`src/design/vtf_pkg.sv`:
```
`timescale 1ns / 1ps

package vtf_pkg;

  // Fixed point and timing constants.
  localparam int GAIN_FRAC_BITS   = 12;
  localparam int LOST_HOVER_TICKS = 20;

  // Widths of the internal position, product and counter values.
  localparam int POS_W  = 18;
  localparam int SUM_W  = POS_W + 1;
  localparam int PROD_W = SUM_W + 16;
  localparam int LOST_W = 5;
  localparam int RUN_W  = 8;

  // Configuration register indexes.
  typedef enum logic [2:0] {
    CFG_GAIN_X        = 3'd0,
    CFG_GAIN_Y        = 3'd1,
    CFG_GAIN_Z        = 3'd2,
    CFG_OFFSET_X      = 3'd3,
    CFG_OFFSET_Y      = 3'd4,
    CFG_OFFSET_Z      = 3'd5,
    CFG_HOLD_HEIGHT   = 3'd6,
    CFG_RUN_THRESHOLD = 3'd7
  } vtf_cfg_idx_e;

  // Command codes carried in the result word.
  typedef enum logic [1:0] {
    CMD_HOVER_INIT = 2'd0,
    CMD_MOVE       = 2'd1,
    CMD_HOVER_HERE = 2'd2
  } vtf_cmd_e;

  // Input word kinds.
  localparam logic FUNC_DETECT = 1'b0;
  localparam logic FUNC_TICK   = 1'b1;

  // Mode machine, one-hot.
  typedef enum logic [2:0] {
    PH_WAIT  = 3'b001,
    PH_TRACK = 3'b010,
    PH_LOST  = 3'b100
  } vtf_phase_e;

  typedef struct packed {
    logic               func;
    logic               has_target;
    logic signed [15:0] cam_right;
    logic signed [15:0] cam_down;
    logic signed [15:0] cam_ahead;
    logic        [15:0] confidence;
    logic               selected;
    logic               command_mode_on;
  } vtf_in_t;

  typedef struct packed {
    logic        [1:0]  command;
    logic signed [15:0] vel_forward;
    logic signed [15:0] vel_left;
    logic signed [15:0] vel_up;
    logic        [31:0] command_number;
  } vtf_out_t;

  typedef struct packed {
    logic        [15:0] gain_x;
    logic        [15:0] gain_y;
    logic        [15:0] gain_z;
    logic signed [15:0] offset_x;
    logic signed [15:0] offset_y;
    logic signed [15:0] offset_z;
    logic signed [15:0] hold_height;
    logic        [RUN_W-1:0] run_threshold;
  } vtf_cfg_t;

  // Proportional velocity: round(gain * pos / 2^F), ties away from zero,
  // saturated to the signed 16-bit range.
  function automatic logic signed [15:0] scale_vel(input logic signed [SUM_W-1:0] pos,
                                                   input logic [15:0] gain);
    logic [SUM_W-1:0]  mag;
    logic [PROD_W-1:0] prod;
    logic [PROD_W-1:0] rnd;
    mag  = pos[SUM_W-1] ? SUM_W'(-pos) : SUM_W'(pos);
    prod = PROD_W'(mag) * PROD_W'(gain);
    rnd  = (prod + (PROD_W'(1) << (GAIN_FRAC_BITS - 1))) >> GAIN_FRAC_BITS;
    if (pos[SUM_W-1]) begin
      scale_vel = (rnd > PROD_W'(32768)) ? 16'sh8000 : -$signed(rnd[15:0]);
    end else begin
      scale_vel = (rnd > PROD_W'(32767)) ? 16'sh7fff : $signed(rnd[15:0]);
    end
  endfunction

endpackage

```
`src/design/vtf_cfg_regs.sv`:
```
`timescale 1ns / 1ps

module vtf_cfg_regs import vtf_pkg::*; (
  input  logic        clk_i,
  input  logic        rst_ni,
  input  logic        cfg_we_i,
  input  logic [2:0]  cfg_index_i,
  input  logic [15:0] cfg_data_i,
  output vtf_cfg_t    cfg_o
);

  vtf_cfg_t cfg_q;

  // Register file with its reset values; one register written per cycle.
  always_ff @(posedge clk_i or negedge rst_ni) begin
    if (!rst_ni) begin
      cfg_q.gain_x        <= 16'd2458;
      cfg_q.gain_y        <= 16'd2458;
      cfg_q.gain_z        <= 16'd1229;
      cfg_q.offset_x      <= 16'sd0;
      cfg_q.offset_y      <= 16'sd0;
      cfg_q.offset_z      <= 16'sd0;
      cfg_q.hold_height   <= 16'sd1500;
      cfg_q.run_threshold <= RUN_W'(10);
    end else if (cfg_we_i) begin
      unique case (vtf_cfg_idx_e'(cfg_index_i))
        CFG_GAIN_X:        cfg_q.gain_x        <= cfg_data_i;
        CFG_GAIN_Y:        cfg_q.gain_y        <= cfg_data_i;
        CFG_GAIN_Z:        cfg_q.gain_z        <= cfg_data_i;
        CFG_OFFSET_X:      cfg_q.offset_x      <= $signed(cfg_data_i);
        CFG_OFFSET_Y:      cfg_q.offset_y      <= $signed(cfg_data_i);
        CFG_OFFSET_Z:      cfg_q.offset_z      <= $signed(cfg_data_i);
        CFG_HOLD_HEIGHT:   cfg_q.hold_height   <= $signed(cfg_data_i);
        CFG_RUN_THRESHOLD: cfg_q.run_threshold <= cfg_data_i[RUN_W-1:0];
        default:           cfg_q.gain_x        <= cfg_q.gain_x;
      endcase
    end
  end

  assign cfg_o = cfg_q;

endmodule

```
`src/design/vtf_core.sv`:
```
`timescale 1ns / 1ps

module vtf_core import vtf_pkg::*; (
  input  logic     clk_i,
  input  logic     rst_ni,
  input  vtf_cfg_t cfg_i,
  input  logic     item_valid_i,
  input  vtf_in_t  item_i,
  output logic     item_take_o,
  output logic     out_valid_o,
  input  logic     out_stall_i,
  output vtf_out_t out_data_o
);

  // Tracking state.
  vtf_phase_e              phase_q, phase_d;
  logic signed [POS_W-1:0] pos_fwd_q, pos_fwd_d;
  logic signed [POS_W-1:0] pos_left_q, pos_left_d;
  logic signed [POS_W-1:0] pos_up_q, pos_up_d;
  logic                    conf_hit_q, conf_hit_d;
  logic                    sel_q, sel_d;
  logic [RUN_W-1:0]        hit_run_q, hit_run_d;
  logic [RUN_W-1:0]        miss_run_q, miss_run_d;
  logic                    seen_q, seen_d;
  logic [LOST_W-1:0]       lost_q, lost_d;
  vtf_cmd_e                held_cmd_q, held_cmd_d;
  logic signed [15:0]      vel_fwd_q, vel_fwd_d;
  logic signed [15:0]      vel_left_q, vel_left_d;
  logic signed [15:0]      vel_up_q, vel_up_d;
  logic [31:0]             seq_q, seq_d;

  // Result register.
  logic     out_valid_q, out_valid_d;
  vtf_out_t out_q, out_d;

  logic                    gives_result;
  logic                    out_free;
  logic                    take;
  logic                    hit_eff;
  logic [LOST_W-1:0]       lost_inc;
  logic signed [SUM_W-1:0] up_sum;

  assign gives_result = (item_i.func == FUNC_TICK) && item_i.command_mode_on;
  assign out_free     = !out_valid_q || !out_stall_i;
  assign take         = item_valid_i && (!gives_result || out_free);
  assign item_take_o  = take;

  assign hit_eff  = item_i.has_target ? (item_i.confidence != 16'd0) : conf_hit_q;
  assign lost_inc = (lost_q == '1) ? lost_q : lost_q + LOST_W'(1);
  assign up_sum   = SUM_W'(pos_up_q) + SUM_W'(cfg_i.hold_height);

  // Detection update and mode machine step for the word in the input register.
  always_comb begin
    phase_d    = phase_q;
    pos_fwd_d  = pos_fwd_q;
    pos_left_d = pos_left_q;
    pos_up_d   = pos_up_q;
    conf_hit_d = conf_hit_q;
    sel_d      = sel_q;
    hit_run_d  = hit_run_q;
    miss_run_d = miss_run_q;
    seen_d     = seen_q;
    lost_d     = lost_q;
    held_cmd_d = held_cmd_q;
    vel_fwd_d  = vel_fwd_q;
    vel_left_d = vel_left_q;
    vel_up_d   = vel_up_q;
    seq_d      = seq_q;

    if (take && item_i.func == FUNC_DETECT) begin
      // Camera axes are negated into the body frame, then offset.
      if (item_i.has_target) begin
        pos_fwd_d  = -POS_W'(item_i.cam_down) + POS_W'(cfg_i.offset_x);
        pos_left_d = -POS_W'(item_i.cam_right) + POS_W'(cfg_i.offset_y);
        pos_up_d   = -POS_W'(item_i.cam_ahead) + POS_W'(cfg_i.offset_z);
        sel_d      = item_i.selected;
      end
      conf_hit_d = hit_eff;
      if (hit_eff) begin
        miss_run_d = '0;
        hit_run_d  = (hit_run_q == '1) ? hit_run_q : hit_run_q + RUN_W'(1);
      end else begin
        hit_run_d  = '0;
        miss_run_d = (miss_run_q == '1) ? miss_run_q : miss_run_q + RUN_W'(1);
      end
      if (miss_run_d > cfg_i.run_threshold) begin
        seen_d = 1'b0;
      end
      if (hit_run_d > cfg_i.run_threshold) begin
        seen_d = 1'b1;
      end
    end else if (take && gives_result) begin
      unique case (phase_q)
        PH_TRACK: begin
          if (!sel_q || !seen_q) begin
            phase_d = PH_LOST;
            lost_d  = '0;
          end else begin
            held_cmd_d = CMD_MOVE;
            vel_fwd_d  = scale_vel(SUM_W'(pos_fwd_q), cfg_i.gain_x);
            vel_left_d = scale_vel(SUM_W'(pos_left_q), cfg_i.gain_y);
            vel_up_d   = scale_vel(up_sum, cfg_i.gain_z);
          end
        end
        PH_LOST: begin
          lost_d     = lost_inc;
          held_cmd_d = (lost_inc < LOST_W'(LOST_HOVER_TICKS)) ? CMD_HOVER_HERE
                                                              : CMD_HOVER_INIT;
          if (sel_q) begin
            phase_d = PH_TRACK;
          end
        end
        default: begin
          if (sel_q && seen_q) begin
            phase_d = PH_TRACK;
          end else begin
            held_cmd_d = CMD_HOVER_INIT;
          end
        end
      endcase
      seq_d = seq_q + 32'd1;
    end
  end

  // Result word loads when a tick in command mode is taken; it drains when the receiver takes it.
  always_comb begin
    out_valid_d = out_valid_q && out_stall_i;
    out_d       = out_q;
    if (take && gives_result) begin
      out_valid_d          = 1'b1;
      out_d.command        = held_cmd_d;
      out_d.vel_forward    = vel_fwd_d;
      out_d.vel_left       = vel_left_d;
      out_d.vel_up         = vel_up_d;
      out_d.command_number = seq_d;
    end
  end

  always_ff @(posedge clk_i or negedge rst_ni) begin
    if (!rst_ni) begin
      phase_q     <= PH_WAIT;
      pos_fwd_q   <= '0;
      pos_left_q  <= '0;
      pos_up_q    <= '0;
      conf_hit_q  <= 1'b0;
      sel_q       <= 1'b0;
      hit_run_q   <= '0;
      miss_run_q  <= '0;
      seen_q      <= 1'b0;
      lost_q      <= '0;
      held_cmd_q  <= CMD_HOVER_INIT;
      vel_fwd_q   <= '0;
      vel_left_q  <= '0;
      vel_up_q    <= '0;
      seq_q       <= 32'd1;
      out_valid_q <= 1'b0;
    end else begin
      phase_q     <= phase_d;
      pos_fwd_q   <= pos_fwd_d;
      pos_left_q  <= pos_left_d;
      pos_up_q    <= pos_up_d;
      conf_hit_q  <= conf_hit_d;
      sel_q       <= sel_d;
      hit_run_q   <= hit_run_d;
      miss_run_q  <= miss_run_d;
      seen_q      <= seen_d;
      lost_q      <= lost_d;
      held_cmd_q  <= held_cmd_d;
      vel_fwd_q   <= vel_fwd_d;
      vel_left_q  <= vel_left_d;
      vel_up_q    <= vel_up_d;
      seq_q       <= seq_d;
      out_valid_q <= out_valid_d;
    end
  end

  // Result payload needs no reset.
  always_ff @(posedge clk_i) begin
    out_q <= out_d;
  end

  assign out_valid_o = out_valid_q;
  assign out_data_o  = out_q;

endmodule

```
`src/design/visual_target_follow_controller_top.sv`:
```
`timescale 1ns / 1ps

// Visual target follow controller.
// The input channel (in_valid_i, in_stall_o, in_data_i) takes two kinds of
// word: detection frames, which update the body-frame target position and the
// hit and miss runs, and control ticks. A tick with command_mode_on set steps
// the waiting / tracking / lost mode machine and produces one result word on
// the output channel (out_valid_o, out_stall_i, out_data_o); other words
// produce none.
// A word is processed while it sits in the input register, and its result is
// loaded into the result register, from which it is offered.
// One word per cycle is taken when the output is not stalled; the rate is set
// by the single processing step between the input and result registers.
// When the receiver stalls, the result register holds its word. Detection
// frames keep flowing. A tick in command mode waits in the input register
// until the result register is free, which then stalls the input.
// Reset clears the tracking state, sets the sequence id to one and loads the
// configuration registers with their defaults. The user writes configuration via
// cfg_we_i, cfg_index_i and cfg_data_i while the block is idle; it is not enforced.
module visual_target_follow_controller_top import vtf_pkg::*; (
  input  logic        clk_i,
  input  logic        rst_ni,
  input  logic        in_valid_i,
  output logic        in_stall_o,
  input  vtf_in_t     in_data_i,
  output logic        out_valid_o,
  input  logic        out_stall_i,
  output vtf_out_t    out_data_o,
  input  logic        cfg_we_i,
  input  logic [2:0]  cfg_index_i,
  input  logic [15:0] cfg_data_i
);

  vtf_cfg_t cfg;
  logic     in_valid_q, in_valid_d;
  vtf_in_t  in_q;
  logic     core_take;
  logic     in_accept;

  vtf_cfg_regs u_cfg (
    .clk_i       (clk_i),
    .rst_ni      (rst_ni),
    .cfg_we_i    (cfg_we_i),
    .cfg_index_i (cfg_index_i),
    .cfg_data_i  (cfg_data_i),
    .cfg_o       (cfg)
  );

  // Input register: refilled in the same cycle the core takes its word.
  assign in_stall_o = in_valid_q && !core_take;
  assign in_accept  = in_valid_i && !in_stall_o;

  always_comb begin
    in_valid_d = in_valid_q;
    if (in_accept) begin
      in_valid_d = 1'b1;
    end else if (core_take) begin
      in_valid_d = 1'b0;
    end
  end

  always_ff @(posedge clk_i or negedge rst_ni) begin
    if (!rst_ni) begin
      in_valid_q <= 1'b0;
    end else begin
      in_valid_q <= in_valid_d;
    end
  end

  always_ff @(posedge clk_i) begin
    if (in_accept) begin
      in_q <= in_data_i;
    end
  end

  vtf_core u_core (
    .clk_i        (clk_i),
    .rst_ni       (rst_ni),
    .cfg_i        (cfg),
    .item_valid_i (in_valid_q),
    .item_i       (in_q),
    .item_take_o  (core_take),
    .out_valid_o  (out_valid_o),
    .out_stall_i  (out_stall_i),
    .out_data_o   (out_data_o)
  );

endmodule

```
`config.mk`:
```
export PLATFORM = sky130hd
export DESIGN_NAME = visual_target_follow_controller_top
export DESIGN_NICKNAME = d
export VERILOG_FILES = /design/src/design/vtf_pkg.sv /design/src/design/vtf_cfg_regs.sv /design/src/design/vtf_core.sv /design/src/design/visual_target_follow_controller_top.sv
export SDC_FILE = /design/constraint.sdc
export NUM_CORES = 2
export LEC_CHECK = 0
export ABC_AREA = 1
export BUFFER_PORTS_ARGS = -buffer_cell sky130_fd_sc_hd__buf_2
export CAP_MARGIN = 20
export CORE_MARGIN = 2
export CORE_UTILIZATION = 35
export DETAILED_ROUTE_END_ITERATION = 10
export PLACE_DENSITY_LB_ADDON = 0.1
export SLEW_MARGIN = 20
export SYNTH_ARGS = -nofsm -noshare
export SYNTH_HDL_FRONTEND = slang
export SYNTH_SLANG_ARGS = --single-unit
```
`constraint.sdc`:
```
create_clock -name clk_i -period 12.5 [get_ports clk_i]
set_input_delay 2.5 -clock clk_i [delete_from_list [all_inputs] [get_ports clk_i]]
set_output_delay 2.5 -clock clk_i [all_outputs]
set_load 0.01 [all_outputs]
```
==> metrics.txt <==
share of cells above drive strength 1=6.74%; max capacitance violation total=0; total vias in the final route=40500; data required time of the worst path=12.93 ns; skew final=0.0302 ns; maximum number of pins on one net before global-route repair=147; sequential cell area fraction in the yosys report=22.3%; critical path type=register to register; horizontal die dimension=391 um; final period utilization=84.0%; YS warnings=0; most used standard cell by instance count after synthesis=sky130_fd_sc_hd__nand2_1; IO Count=176; vias in the first global route=43100; Crit. End Element=register; placeable core area=148000 um2; cell accounting for the most synthesized area=sky130_fd_sc_hd__fa_1; clock-pin slew reported for the worst setup and hold paths after clock tree synthesis=0.08 ns; number of pins exceeding their max-slew limit in the final report=0; synthesized instance count=6313; HPWL after detailed placement=127000 um; fin nets=7665; final hold violations=0; post-route core utilization=38.5%; Crit path top cell by count=sky130_fd_sc_hd__inv_1; ys async rst share=65.5%; final-layout fill cell count=15200; Top FF cell, synth=sky130_fd_sc_hd__dfrtp_1; clock tree from TritonCTS=built; netlist area before placement=52300 um2; number of flops mapped to enable cells by yosys=150; number of post-CTS setup repair buffers=0; vertical die dimension=391 um; startpoint kind of the worst setup timing path=register; biggest cell delay along the critical path=0.81 ns; setup violators final=0; deepest clock path buffer count=3; cell row count=141; number of routed nets with antenna violations=0; layout-stage area growth over the synthesis result=8.85%; crit path max fanout=17; maximum achievable frequency=95.3 MHz; Worst Tran Pin Value=1.08 ns; clock latency on the worst-skew pair=0.62 ns; Post-CTS Resized=0; flop and latch count out of synthesis=435; H-tree depth reported by CTS=2; violation count after the first detailed-routing iteration=2256; first-pass iteration count of the detailed router=6; number of hold buffers added after cts=0; Setup Total Neg Slack=0 ns; area share of the largest cell type after synthesis=27.2%; placer's final routability congestion estimate=0.885; critical path data arrival time=10.93 ns; Clock Sinks=435; initial cell density of the core=35.4%; Port Buffers=175; Crit-path slowest cell=sky130_fd_sc_hd__xor2_1; gr ovfl total=0; wire length per cell after detailed routing=18.8 um; total die area=153000 um2; ranking of synthesized cells by area=sky130_fd_sc_hd__fa_1 (27%), sky130_fd_sc_hd__dfrtp_1 (12%), sky130_fd_sc_hd__ha_1 (11%); initial antenna violation count=31; DRC violation count after routing=0; time the worst path needs with I/O delays and setup=10.50 ns; wire length of the first global-routing pass=251000 um; Hold Crit Class=register to register; remaining max-slew budget at the tightest pin=28.2%; per-instance average area after synthesis=8.29 um2; setup repair after global routing missed its margin=false; result of the run=complete, no violations; CTS Buf Count=48; Post-Route WL=158000 um; root cell of the clock tree=sky130_fd_sc_hd__clkbuf_16; vias per cell=4.83; GR Util All Layers=21.2%; top post-synthesis cells by count=sky130_fd_sc_hd__nand2_1 (1339), sky130_fd_sc_hd__inv_1 (1327), sky130_fd_sc_hd__fa_1 (712); post-synth cell types=68
-- placed cells by master, fill, tap and decap left out, types with 10 or more instances in the layout --
master                      synthesis  layout
sky130_fd_sc_hd__xor2_1           122     121
sky130_fd_sc_hd__a31oi_1           27      27
sky130_fd_sc_hd__nor3_1            65      64
sky130_fd_sc_hd__o21a_1            19      19
sky130_fd_sc_hd__o21ai_1           30      30
sky130_fd_sc_hd__o21bai_1          19      19
sky130_fd_sc_hd__clkbuf_16          0      49
sky130_fd_sc_hd__nand2_1         1339    1339
sky130_fd_sc_hd__nand2_2           19      19
sky130_fd_sc_hd__o21ai_0          314     314
sky130_fd_sc_hd__buf_4              3      30
sky130_fd_sc_hd__nor2_1           586     582
sky130_fd_sc_hd__a21oi_1          221     221
sky130_fd_sc_hd__ha_1             446     446
sky130_fd_sc_hd__or2_2             30      30
sky130_fd_sc_hd__fa_1             712     712
sky130_fd_sc_hd__nor4_1            20      18
sky130_fd_sc_hd__edfxtp_1         150     150
sky130_fd_sc_hd__dfrtp_1          256     256
sky130_fd_sc_hd__inv_2              9      11
sky130_fd_sc_hd__nand3b_1          22      22
sky130_fd_sc_hd__dfstp_2           29      29
sky130_fd_sc_hd__nand4_1           29      29
sky130_fd_sc_hd__conb_1             2      32
sky130_fd_sc_hd__inv_1           1327    1325
sky130_fd_sc_hd__buf_2              1     174
sky130_fd_sc_hd__xnor2_1           64      64
sky130_fd_sc_hd__nand3_1          164     163
sky130_fd_sc_hd__a21o_1            10      10
-- layout make-up --
cell class / count / area (um2) / area share [%]
clock buffers: 65 / 1360 / 2.38
repair buffers: 206 / 1130 / 1.99
inverters: 1342 / 5040 / 8.85
clock inverters: 25 / 288 / 0.505
multi-input cells: 4382 / 35000 / 61.5
flip-flops and latches: 435 / 11700 / 20.5
diodes: 5 / 12.5 / 0.0220
well taps: 1930 / 2410 / 4.24
-- worst max-delay path: cells and delay by family, from the launching register on --
family                   cells  cell delay [ns]
AO/OA/AOI/OAI                4             1.00
XOR/XNOR                     1             0.81
adder cells (fa/ha/maj)      9             4.01
buffers and inverters        8             0.87
flip-flops                   1             0.40
AND/OR/NAND/NOR             19             3.21
-- layer usage --
layer / part of all wire, % / routed length [um] / vias to the layer above / track usage [%]
met3: 5.5 / 8740 / 252 / 3.74
met5: 0.19 / 294 / - / 0
met2: 45 / 71400 / 905 / 34.1
met1: 46 / 72800 / 19900 / 29.3
li1: - / - / 19500 / -
met4: 2.9 / 4650 / 48 / 5.66
-- stage by stage --
stage,hold slack [ns],instance area (um2),worst slack [ns],cells
4_1_cts,0.458,56900,2.04,8384
2_1_floorplan,0.425,52400,3.85,6343
5_1_grt,0.481,57000,1.00,8387
6_report,0.456,57000,2.00,8390
3_5_place_dp,0.447,55300,2.12,8294
3_3_place_gp,0.438,55300,2.29,8294
-- path summary, 6_finish.rpt --
path	slack [ns]	cells after the start	startpoint	endpoint
worst max register to register	2.00	41	u_cfg.cfg_o[8]	u_core.out_data_o[32]
worst min register to register	0.46	2	u_core.phase_q[0]	u_core.phase_q[0]
max in group asynchronous	8.51	3	rst_ni	u_cfg.cfg_o[110]
min in group asynchronous	1.89	1	rst_ni	u_core.seq_q[16]
worst min-delay path	0.46	2	u_core.phase_q[0]	u_core.phase_q[0]
worst max-delay path	2.00	41	u_cfg.cfg_o[8]	u_core.out_data_o[32]
-- sequential cells by signal, indices dropped and copies added (netlist names), 2 cells and up --
| register | count |
|---|---|
| u_core.pos_fwd_q | 18 |
| u_core.hit_run_q | 8 |
| u_cfg.cfg_o | 120 |
| in_q | 68 |
| u_core.phase_q | 3 |
| u_core.vel_up_q | 16 |
| u_core.out_data_o | 82 |
| u_core.miss_run_q | 8 |
| u_core.held_cmd_q | 2 |
| u_core.vel_left_q | 16 |
| u_core.pos_left_q | 18 |
| u_core.seq_q | 32 |
| u_core.lost_q | 5 |
| u_core.vel_fwd_q | 16 |
| u_core.pos_up_q | 18 |
-- cells by family after synthesis --
family,after synthesis,share of synthesized area (%)
adder cells (fa/ha/maj),1158,37.9
other,2,0.0144
XOR/XNOR,194,3.36
AO/OA/AOI/OAI,686,7.18
flip-flops,435,22.3
buffers and inverters,1526,11.0
AND/OR/NAND/NOR,2312,18.2
Power is not shown: default switching activity piles up to over one toggle a cycle in this logic, so the estimate is an artifact.
